===== src/rtl/core/kltc_pkg.sv =====
// shared types and constants for the keyed table with oldest-store eviction
// holds the operation codes, controller states, scan record and write command
// no dependencies
package kltc_pkg;

	localparam int ADDR_W = 48;
	localparam int KEY_W  = 64;
	localparam int TYPE_W = 8;
	localparam int SEQ_W  = 32;
	localparam int SLOT_W = 4;
	// wide enough for any slot index up to the largest table
	localparam int IDX_W  = 8;

	typedef enum logic [2:0] {
		FN_LOOKUP  = 3'd0,
		FN_PUT     = 3'd1,
		FN_DELETE  = 3'd2,
		FN_CLEAR   = 3'd3,
		FN_RESTART = 3'd4,
		FN_NEXT    = 3'd5
	} func_t;

	typedef enum logic [1:0] {
		ST_IDLE,
		ST_SCAN,
		ST_DONE
	} state_t;

	// operation under way, held steady for the whole scan
	typedef struct packed {
		logic [2:0]        func;
		logic [ADDR_W-1:0] addr;
		logic [IDX_W:0]    cursor;
	} scan_req_t;

	// running result handed from cell to cell
	typedef struct packed {
		logic              vld;
		logic              match_hit;
		logic [IDX_W-1:0]  match_idx;
		logic              free_hit;
		logic [IDX_W-1:0]  free_idx;
		logic [SEQ_W-1:0]  min_seq;
		logic [IDX_W-1:0]  min_idx;
		logic [SEQ_W-1:0]  max_seq;
		logic              hit;
		logic [IDX_W-1:0]  hit_idx;
		logic [ADDR_W-1:0] hit_addr;
		logic [KEY_W-1:0]  hit_key_hi;
		logic [KEY_W-1:0]  hit_key_lo;
		logic [TYPE_W-1:0] hit_key_type;
	} scan_rec_t;

	// broadcast update seen by all cells in the commit cycle; put and delete apply only in the addressed slot
	typedef struct packed {
		logic              put;
		logic              del;
		logic              clr;
		logic [IDX_W-1:0]  idx;
		logic [SEQ_W-1:0]  seq;
		logic [ADDR_W-1:0] addr;
		logic [KEY_W-1:0]  key_hi;
		logic [KEY_W-1:0]  key_lo;
		logic [TYPE_W-1:0] key_type;
	} wr_cmd_t;

endpackage


===== src/rtl/core/kltc_cell.sv =====
// one table slot: stored entry plus one stage of the scan chain
// depends on kltc_pkg
module kltc_cell #(
	parameter int IDX = 0
) (
	input  logic                clk,
	input  logic                arst_n,
	input  kltc_pkg::scan_req_t req,
	input  kltc_pkg::scan_rec_t rec_in,
	output kltc_pkg::scan_rec_t rec_out,
	input  kltc_pkg::wr_cmd_t   wr
);
	import kltc_pkg::*;

	logic              valid_q;
	logic [ADDR_W-1:0] addr_q;
	logic [KEY_W-1:0]  key_hi_q;
	logic [KEY_W-1:0]  key_lo_q;
	logic [TYPE_W-1:0] key_type_q;
	logic [SEQ_W-1:0]  seq_q;
	scan_rec_t         nxt;
	scan_rec_t         rec_q;
	logic              addr_eq;
	logic              cap;
	logic              wr_here;

	localparam logic [IDX_W-1:0] MY_IDX = IDX_W'(IDX);

	assign addr_eq = valid_q && (addr_q == req.addr);
	assign wr_here = (wr.idx == MY_IDX);

	// fold this slot into the running record
	always_comb begin
		nxt = rec_in;
		cap = 1'b0;
		if (addr_eq && !rec_in.match_hit) begin
			nxt.match_hit = 1'b1;
			nxt.match_idx = MY_IDX;
		end
		if (!valid_q && !rec_in.free_hit) begin
			nxt.free_hit = 1'b1;
			nxt.free_idx = MY_IDX;
		end
		if (valid_q && (IDX == 0 || seq_q < rec_in.min_seq)) begin
			nxt.min_seq = seq_q;
			nxt.min_idx = MY_IDX;
		end
		if (valid_q && seq_q >= rec_in.max_seq) begin
			nxt.max_seq = seq_q;
		end
		if (!rec_in.hit) begin
			if (req.func == FN_LOOKUP)
				cap = addr_eq;
			else if (req.func == FN_NEXT)
				cap = valid_q && ((IDX_W+1)'(IDX) >= req.cursor);
		end
		if (cap) begin
			nxt.hit          = 1'b1;
			nxt.hit_idx      = MY_IDX;
			nxt.hit_addr     = addr_q;
			nxt.hit_key_hi   = key_hi_q;
			nxt.hit_key_lo   = key_lo_q;
			nxt.hit_key_type = key_type_q;
		end
	end

	// record stage toward the next cell, contents held between scans
	always_ff @(posedge clk or negedge arst_n) begin
		if (!arst_n) begin
			rec_q <= '0;
		end else if (rec_in.vld) begin
			rec_q <= nxt;
		end else begin
			rec_q.vld <= 1'b0;
		end
	end

	assign rec_out = rec_q;

	// slot valid bit
	always_ff @(posedge clk or negedge arst_n) begin
		if (!arst_n) begin
			valid_q <= 1'b0;
		end else if (wr.clr) begin
			valid_q <= 1'b0;
		end else if (wr.put && wr_here) begin
			valid_q <= 1'b1;
		end else if (wr.del && wr_here) begin
			valid_q <= 1'b0;
		end
	end

	// slot payload
	always_ff @(posedge clk) begin
		if (wr.put && wr_here) begin
			addr_q     <= wr.addr;
			key_hi_q   <= wr.key_hi;
			key_lo_q   <= wr.key_lo;
			key_type_q <= wr.key_type;
			seq_q      <= wr.seq;
		end
	end

endmodule


===== config.mk =====
export PLATFORM = sky130hd
export DESIGN_NAME = kltc_cell
export DESIGN_NICKNAME = d
export VERILOG_FILES = /design/src/rtl/core/kltc_pkg.sv /design/src/rtl/core/kltc_cell.sv
export SDC_FILE = /design/constraint.sdc
export NUM_CORES = 1
export LEC_CHECK = 0
export BUFFER_PORTS_ARGS = -buffer_cell sky130_fd_sc_hd__buf_4
export CAP_MARGIN = 20
export CORE_AREA = 10 10 324 326
export CTS_CLUSTER_DIAMETER = 50
export CTS_CLUSTER_SIZE = 20
export DETAILED_ROUTE_END_ITERATION = 7
export DIE_AREA = 0 0 334 336
export PLACE_DENSITY = 0.41
export SLEW_MARGIN = 40
export SYNTH_ARGS = -nofsm -noshare
export SYNTH_HDL_FRONTEND = slang
export SYNTH_SLANG_ARGS = --single-unit

===== constraint.sdc =====
create_clock -name clk -period 3.35 [get_ports clk]
set_input_delay 0.335 -clock clk [delete_from_list [all_inputs] [get_ports clk]]
set_output_delay 0.335 -clock clk [all_outputs]
set_load 0.05 [all_outputs]

==> qor.yml, run 1 <==
status: "completed"
r2r-start: "addr_q[43]$_DFFE_PP_"
ys_ff_latch: 501
ios: 857
clockBufferDepth: 3
antenna_left: 0
numCtsBuffers: 87
core-area_sq_mm: 0.0981
hpwl_mm: 94.6
power.leakage_nw: 16.3
pwr_density_cell_mw_per_mm2: 517
postCtsSetupRepairBufs: 0
drc: 0
drt-pass1-iter-count: 5
syn_area_sq_mm: 0.0240
clock_skew_ns: 0.0392
worstRegToRegCells: 7
rrSetupSlack_ns: 0.48
critPathKind: "reg2reg"
layout.nets: 4025
die_h_um: 336
worstSetupEndpointType: "flop"
cts.repair.resized: 0
yosys_warnings: 0
grt_setup_unrepaired: "false"
start_util_pct: 24.5
ys.flop_type: "dfrtp_1"
worst_pin_slew_ns: 0.792
drv_cap: 0
slew_headroom_pct: 47.2
finalSetupViolations: 0
via_per_inst: 5.20
async_reset_ff_share_pct: 56.9
cts.sinks: 501
final_util_pct: 40.5
netlist_top_cells_area: "dfrtp_1 30%, edfxtp_1 27%, o221a_2 6.4%"
die_w_um: 334
postSynthAreaPerCell_sq_um: 11.0
arrival_ns: 3.40
syn2layout_area_growth_pct: 65.3
portBuffers: 856
gp_congestion: 0.865
clk-insertion-delay-late_ns: 0.66
wl_mm: 134
grt_pass1_wl_mm: 191
max_stage_delay_ns: 0.47
grt_use_total_pct: 22.7
clk_pin_slew_ns: 0.06
crit_buf_inv: 1
num_vias: 25000
startpoint_type: "flop"
synth_cells: 2185
max_freq_ghz: 0.348
yosysTopAreaCell: "dfrtp_1"
min_period_over_period_pct: 85.8
rows: 115
grt_max_degree: 160
die_area_sq_mm: 0.112
finalHoldViolCount: 0
setup_slack_ns: 0.477
crit_end: "rec_out[4]$_DFFE_PN0P_"
synth_cell_types: 46
ir_worst_vdd_mv: 0.470
synth_fp_nets: 2790
yosysMostFrequentCell: "dfrtp_1"
hp-class: "in2reg"
timing.critical_path.from: "addr_q[43]$_DFFE_PP_"
worst-path-stages: 7
tritoncts: "yes"
cts_max_level: 3
worst_r2r_endpoint: "rec_out[4]$_DFFE_PN0P_"
drv_slew: 0
timing.critical_path.cells: "xnor2_1 -> nand4_1 -> nor3_1 -> nand4_1 -> or2_4 -> buf_12 -> a211oi_1"
fin_crit_ns: 2.87
drive_gt1_share_pct: 35.6
yosysTopAreaCellShare_pct: 29.7
cp.required_ns: 3.88
cp_slowest_cell: "edfxtp_1"
crit_family: "simple AND/OR/NAND/NOR gates"
setup_tns_ns: 0
cp_max_fo: 46
cts-root-buf: "clkbuf_16"
grt_pass1_vias: 26200
overflow: 0
antenna_found_initial: 25
drtIter0Drc: 1576
seq_area_frac_synth_pct: 56.7
yosys-top-cells-count: "285 x dfrtp_1, 254 x nor2_1, 218 x a21oi_1"
avgRoutedWirePerCell_um: 27.9
pre_cts_slack_ns: 0.446
synth_enable_flop_cells: 216
cts_hold_buf: 438
crit_top_cell: "nand4_1"
## layer usage
layer,track usage (%),part of all wire [%],up-vias
met4,8.67,3.7,12
met2,38.7,49,1137
li1,-,-,11000
met5,0,0.069,-
met1,26.8,40,12600
met3,6.36,7.5,206
## how the worst min path moves through the flow
stage	from	end	slack (ns)	depth (start not counted)
6_report	rec_in[106]	rec_out[106]$_DFFE_PN0P_	0.04	3
2_1_floorplan	arst_n	rec_out[0]$_DFFE_PN0P_	0.04	0
3_5_place_dp	arst_n	rec_out[105]$_DFFE_PN0P_	0.36	1
3_3_place_gp	arst_n	rec_out[105]$_DFFE_PN0P_	0.37	1
4_1_cts	rec_in[176]	rec_out[176]$_DFFE_PN0P_	0.0007	4
5_1_grt	rec_in[23]	rec_out[23]$_DFFE_PN0P_	0.03	3
## final cells by class
cell class	instances	area, sq um
timing repair buffer	1367	11800
antenna	19	47.5
sequential	501	13600
tap	1287	1610
fill	9444	58400
clock inverter	64	698
multi-input combinational	1378	9260
clock buffer	99	2350
inverter	85	329
## registers in the layout, summed over array words and instances, names as in the netlist
| signal | cells |
|---|---|
| addr_q | 48 |
| seq_q | 32 |
| key_type_q | 8 |
| key_lo_q | 64 |
| valid_q | 1 |
| rec_out | 284 |
| key_hi_q | 64 |
## metrics by stage
stage / hold slack (ns) / power, W / instances / area (sq um)
2_1_floorplan: 0.0394 / 0.00900 / 2185 / 24000
3_3_place_gp: 0.366 / 0.0108 / 4178 / 32200
3_5_place_dp: 0.361 / 0.0108 / 4178 / 32200
4_1_cts: 0.000738 / 0.0208 / 4779 / 39600
5_1_grt: 0.0273 / 0.0213 / 4794 / 39700
6_report: 0.0388 / 0.0205 / 4800 / 39700
## cells by family after synthesis
kind of cell	share of synthesized area, %
flops	56.7
fa+ha+maj	1.67
mux	1.67
buf+inv	5.00
xor+xnor	1.75
compound gates	23.9
simple gates	9.35
## report_power, final
part | switching [W] | internal (W) | leakage [nW]
Clock | 0.00356 | 0.00582 | 1.48
Sequential | 0.000233 | 0.00675 | 5.37
Combinational | 0.00252 | 0.00165 | 9.42
Total | 0.00631 | 0.0142 | 16.3
## cells in the final DEF (no fill, tap or decap), types with 83 or more instances in the layout
master           n
dfrtp_1        284
o21ai_0        133
o221a_2        136
inv_1           83
nor4_1         141
edfxtp_1       216
a21oi_1        218
buf_4          892
dlygate4sd3_1  438
clkbuf_16       91
nor2_1         254
a211oi_1       136
## worst register-to-register path: cells and delay by family, from the launching register on
kind                   cells  cell delay (ns)
AO/OA/AOI/OAI              1             0.41
XOR/XNOR                   1             0.21
flip-flops                 1             0.47
AND/OR/NAND/NOR            4             1.36
buffers and inverters      1             0.29
Note: power is estimated with default switching activity, not from simulation.
==> inputs of run 2 (changes only) <==
Settings changed: CORE_AREA 10 10 324 326 to 10 10 321 323, DIE_AREA 0 0 334 336 to 0 0 331 333, PLACE_DENSITY 0.41 to 0.42.
==> qor.yml, run 2 (synthesized netlist as in run 1, its figures left out) <==
overflow: 0
finalSetupViolations: 0
slew_headroom_pct: 37.5
setup_slack_ns: 0.0750
timing.critical_path.from: "addr_q[38]$_DFFE_PP_"
startpoint_type: "flop"
r2r-start: "addr_q[38]$_DFFE_PP_"
crit_family: "simple AND/OR/NAND/NOR gates"
antenna_found_initial: 27
avgRoutedWirePerCell_um: 27.3
arrival_ns: 3.80
regArea_sq_mm: 0.0136
cts.sinks: 501
numCtsBuffers: 92
drv_cap: 0
crit_buf_inv: 2
final_common_cell: "buf_4"
drc: 0
cp.required_ns: 3.87
start_util_pct: 25.0
clock_skew_ns: 0.0406
rows: 114
hpwl_mm: 92.0
tritoncts: "yes"
postPlaceCellArea_sq_mm: 0.0320
grt_pass1_vias: 26500
power.leakage_nw: 16.5
fillers: 9221
timing.critical_path.cells: "xnor2_1 -> nand4_1 -> nor4_1 -> nand4_1 -> buf_12 -> buf_12 -> nor4_1 -> a211oi_1"
cp_max_fo: 89
drtIter0Drc: 1831
clockBufferDepth: 3
via_per_inst: 5.16
wl_mm: 132
setup_tns_ns: 0
cp_slowest_cell: "nor4_1"
clk_pin_slew_ns: 0.07
largest_reg_flops: 284
clk-insertion-delay-late_ns: 0.68
gp_congestion: 0.858
finalHoldViolCount: 0
fin_area_sq_mm: 0.0403
die_area_sq_mm: 0.110
worstHoldStart: "rec_in[128]"
max_stage_delay_ns: 0.53
cts_max_level: 3
worst_pin_slew_ns: 0.938
drt-pass1-iter-count: 5
drv_slew: 0
hp-class: "in2reg"
die_w_um: 331
hold_depth: 3
worst-path-stages: 8
pwr_density_cell_mw_per_mm2: 537
grt_setup_unrepaired: "false"
ios: 857
grt_max_degree: 131
core-area_sq_mm: 0.0963
drive_gt1_share_pct: 35.3
worstRegToRegCells: 8
max_freq_ghz: 0.305
status: "completed"
multi_input_area_sq_mm: 0.00927
pre_cts_slack_ns: 0.260
critPathKind: "reg2reg"
ir_worst_vdd_mv: 0.405
portBuffers: 856
grt_pass1_wl_mm: 190
min_period_over_period_pct: 97.8
worstSetupEndpointType: "flop"
die_h_um: 333
antenna_left: 0
fin_crit_ns: 3.28
layout.nets: 4053
num_vias: 24900
syn2layout_area_growth_pct: 67.5
grt_use_total_pct: 22.9
final_cell_mix: "888 x buf_4, 474 x dlygate4sd3_1, 284 x dfrtp_1"
cts-root-buf: "clkbuf_16"
-- run 2: changes by cell type in the layout (fill, tap and decap cells not counted), sizes merged --
cell	previous run	this run
clkbuf	99	104
dlygate4sd3	438	474
diode	19	18
clkinvlp	8	10
clkinv	31	23
inv	101	104
bufinv	9	17
buf	929	916
-- run 2: worst paths after layout --
path                                       endpoint  slack [ns]
max                        rec_out[121]$_DFFE_PN0P_        0.08
min                        rec_out[128]$_DFFE_PN0P_        0.05
max reg2reg                rec_out[121]$_DFFE_PN0P_        0.08
min reg2reg                rec_out[269]$_DFFE_PN0P_        0.49
max in group asynchronous   rec_out[52]$_DFFE_PN0P_        1.97
min in group asynchronous  rec_out[105]$_DFFE_PN0P_        0.13
-- run 2: cell type report --
class                   instances  share of cell area [%]
inverters                      85                   0.824
diodes                         18                   0.112
multi-input cells            1378                    23.0
clock inverters                69                    2.41
well taps                    1276                    3.97
clock buffers                 104                    6.09
repair buffers               1390                    29.7
flip-flops and latches        501                    33.8
-- run 2: through the flow --
step | std cells | util (%) | total power (W) | hold slack (ns)
after global routing | 4818 | 41.8 | 0.0223 | 0.0276
final | 4821 | 41.8 | 0.0216 | 0.0514
after CTS | 4802 | 41.7 | 0.0218 | 0.0000396
after floorplan | 2185 | - | 0.00900 | 0.0394
after detailed placement | 4155 | 33.3 | 0.0108 | 0.431
after global placement | 4154 | 33.2 | 0.0107 | 0.433
-- run 2: where the power goes --
part | switching (W) | internal, W
sequential | 0.000216 | 0.00675
clock | 0.00376 | 0.00669
combinational | 0.00252 | 0.00167
-- run 2: repair_timing --
item	in CTS	in global routing
hold endpoints to repair	545	0
gates resized for setup	0	0
hold buffers	474	0
buffers inserted	0	0
-- run 2: per-layer routing --
| layer | wire (um) | GRT usage [%] | up-vias |
|---|---|---|---|
| met4 | 5690 | 9.44 | 16 |
| met1 | 51400 | 27.1 | 12500 |
| met2 | 64200 | 38.5 | 1074 |
| li1 | - | - | 11100 |
| met5 | 114 | 0 | - |
| met3 | 10400 | 6.49 | 235 |
-- run 2: worst min-delay path, delay by kind of cell --
kind	cells	cell delay (ns)
buf+inv	1	0.15
simple gates	1	0.10
compound gates	1	0.07
==> inputs of run 3 (changes only) <==
Clock period 3.35 ns to 4.1 ns, I/O delays scaled along.
==> qor.yml, run 3 (synthesized netlist as in run 1, its figures left out) <==
status: "completed"
pwr_density_cell_mw_per_mm2: 446
num_vias: 24100
max_freq_ghz: 0.317
start_util_pct: 25.0
die_area_sq_mm: 0.110
setup_tns_ns: 0
arrival_ns: 3.69
worstRegToRegCells: 8
multi_input_area_sq_mm: 0.00926
fillers: 9439
cp_max_fo: 61
hold_depth: 3
timing.critical_path.from: "addr_q[39]$_DFFE_PP_"
cts-root-buf: "clkbuf_16"
tritoncts: "yes"
clock_skew_ns: 0.0367
hold_ws_ns: 0.0501
wl_mm: 130
via_per_inst: 5.28
clk_pin_slew_ns: 0.06
overflow: 0
avgRoutedWirePerCell_um: 28.5
grt_use_total_pct: 22.4
drc: 0
min_period_over_period_pct: 76.9
final_cell_mix: "872 x buf_4, 284 x dfrtp_1, 254 x nor2_1"
drt-pass1-iter-count: 5
hpwl_mm: 90.3
r2r-start: "addr_q[39]$_DFFE_PP_"
layout.nets: 3797
largest_reg_flops: 284
fin_crit_ns: 3.15
cp.required_ns: 4.63
antenna_left: 0
cts.sinks: 501
antenna_found_initial: 36
die_h_um: 333
clockBufferDepth: 3
rows: 114
worst_pin_slew_ns: 0.972
grt_max_degree: 178
critPathKind: "reg2reg"
hp-class: "in2reg"
cts_max_level: 3
finalSetupViolations: 0
postCtsSetupRepairBufs: 0
worstSetupEndpointType: "flop"
drive_gt1_share_pct: 37.1
finalHoldViolCount: 0
slew_headroom_pct: 35.2
power.leakage_nw: 15.3
drtIter0Drc: 1739
ios: 857
final_common_cell: "buf_4"
regArea_sq_mm: 0.0136
grt_setup_unrepaired: "false"
portBuffers: 856
worstHoldStart: "rec_in[188]"
startpoint_type: "flop"
cts.repair.resized: 0
drv_slew: 0
gp_congestion: 0.875
grt_pass1_vias: 24800
syn2layout_area_growth_pct: 56.0
die_w_um: 331
core-area_sq_mm: 0.0963
ir_worst_vdd_mv: 0.272
clk-insertion-delay-late_ns: 0.65
final_util_pct: 38.9
grt_pass1_wl_mm: 184
drv_cap: 0
numCtsBuffers: 85
==> run 3: cell count changes in the layout (fill, tap and decap cells not counted), sizes merged <==
cell / delta
buf: -16
bufinv: -2
clkbuf: -4
clkinv: -2
clkinvlp: -1
diode: +7
dlygate4sd3: -233
inv: -5
==> run 3: path summary, 6_finish.rpt <==
check | slack (ns) | end
max | 0.95 | rec_out[45]$_DFFE_PN0P_
min | 0.05 | rec_out[188]$_DFFE_PN0P_
max reg2reg | 0.95 | rec_out[45]$_DFFE_PN0P_
min reg2reg | 0.49 | rec_out[265]$_DFFE_PN0P_
max in group asynchronous | 2.77 | rec_out[43]$_DFFE_PN0P_
min in group asynchronous | 0.22 | rec_out[103]$_DFFE_PN0P_
==> run 3: metal layers <==
metal  track usage, %  part of all wire, %  up-vias
met5                0                 0.12        -
met4             8.56                  3.3       22
li1                 -                    -    10600
met3             6.61                  8.3      182
met1             25.8                   38    12200
met2             38.7                   51     1118
==> run 3: cell type report <==
class | instances | area share (%)
Multi-Input combinational cell | 1378 | 24.7
Inverter | 85 | 0.878
Clock buffer | 100 | 6.07
Tap cell | 1276 | 4.26
Timing Repair Buffer | 1141 | 25.4
Sequential cell | 501 | 36.3
Antenna cell | 25 | 0.167
Clock inverter | 59 | 2.21
==> run 3: worst max-delay path, stage by stage (launching register included) <==
cell	delay, ns
edfxtp_1	0.47
xnor2_1	0.19
nand4_1	0.28
nor3_1	0.47
nand4_1	0.24
or2_4	0.49
buf_12	0.25
buf_12	0.22
a211oi_1	0.28
==> run 3: power breakdown <==
group	internal (W)	switching (W)
clock	0.00498	0.00286
sequential	0.00552	0.000182
combinational	0.00122	0.00198
==> run 3: metrics by stage <==
| stage | power [W] | setup WS, ns | instances | area [sq um] |
|---|---|---|---|---|
| finish | 0.0167 | 0.946 | 4565 | 37500 |
| global route | 0.0173 | 0.816 | 4562 | 37500 |
| detailed placement | 0.00880 | 0.877 | 4138 | 31900 |
| floorplan | 0.00735 | 0.227 | 2185 | 24000 |
| global placement | 0.00876 | 0.866 | 4135 | 31800 |
| CTS | 0.0169 | 0.899 | 4538 | 37400 |
==> run 3: what timing repair did <==
item	CTS	global route
setup endpoints to repair	0	0
hold buffers	241	0
endpoints found under the hold margin	330	0
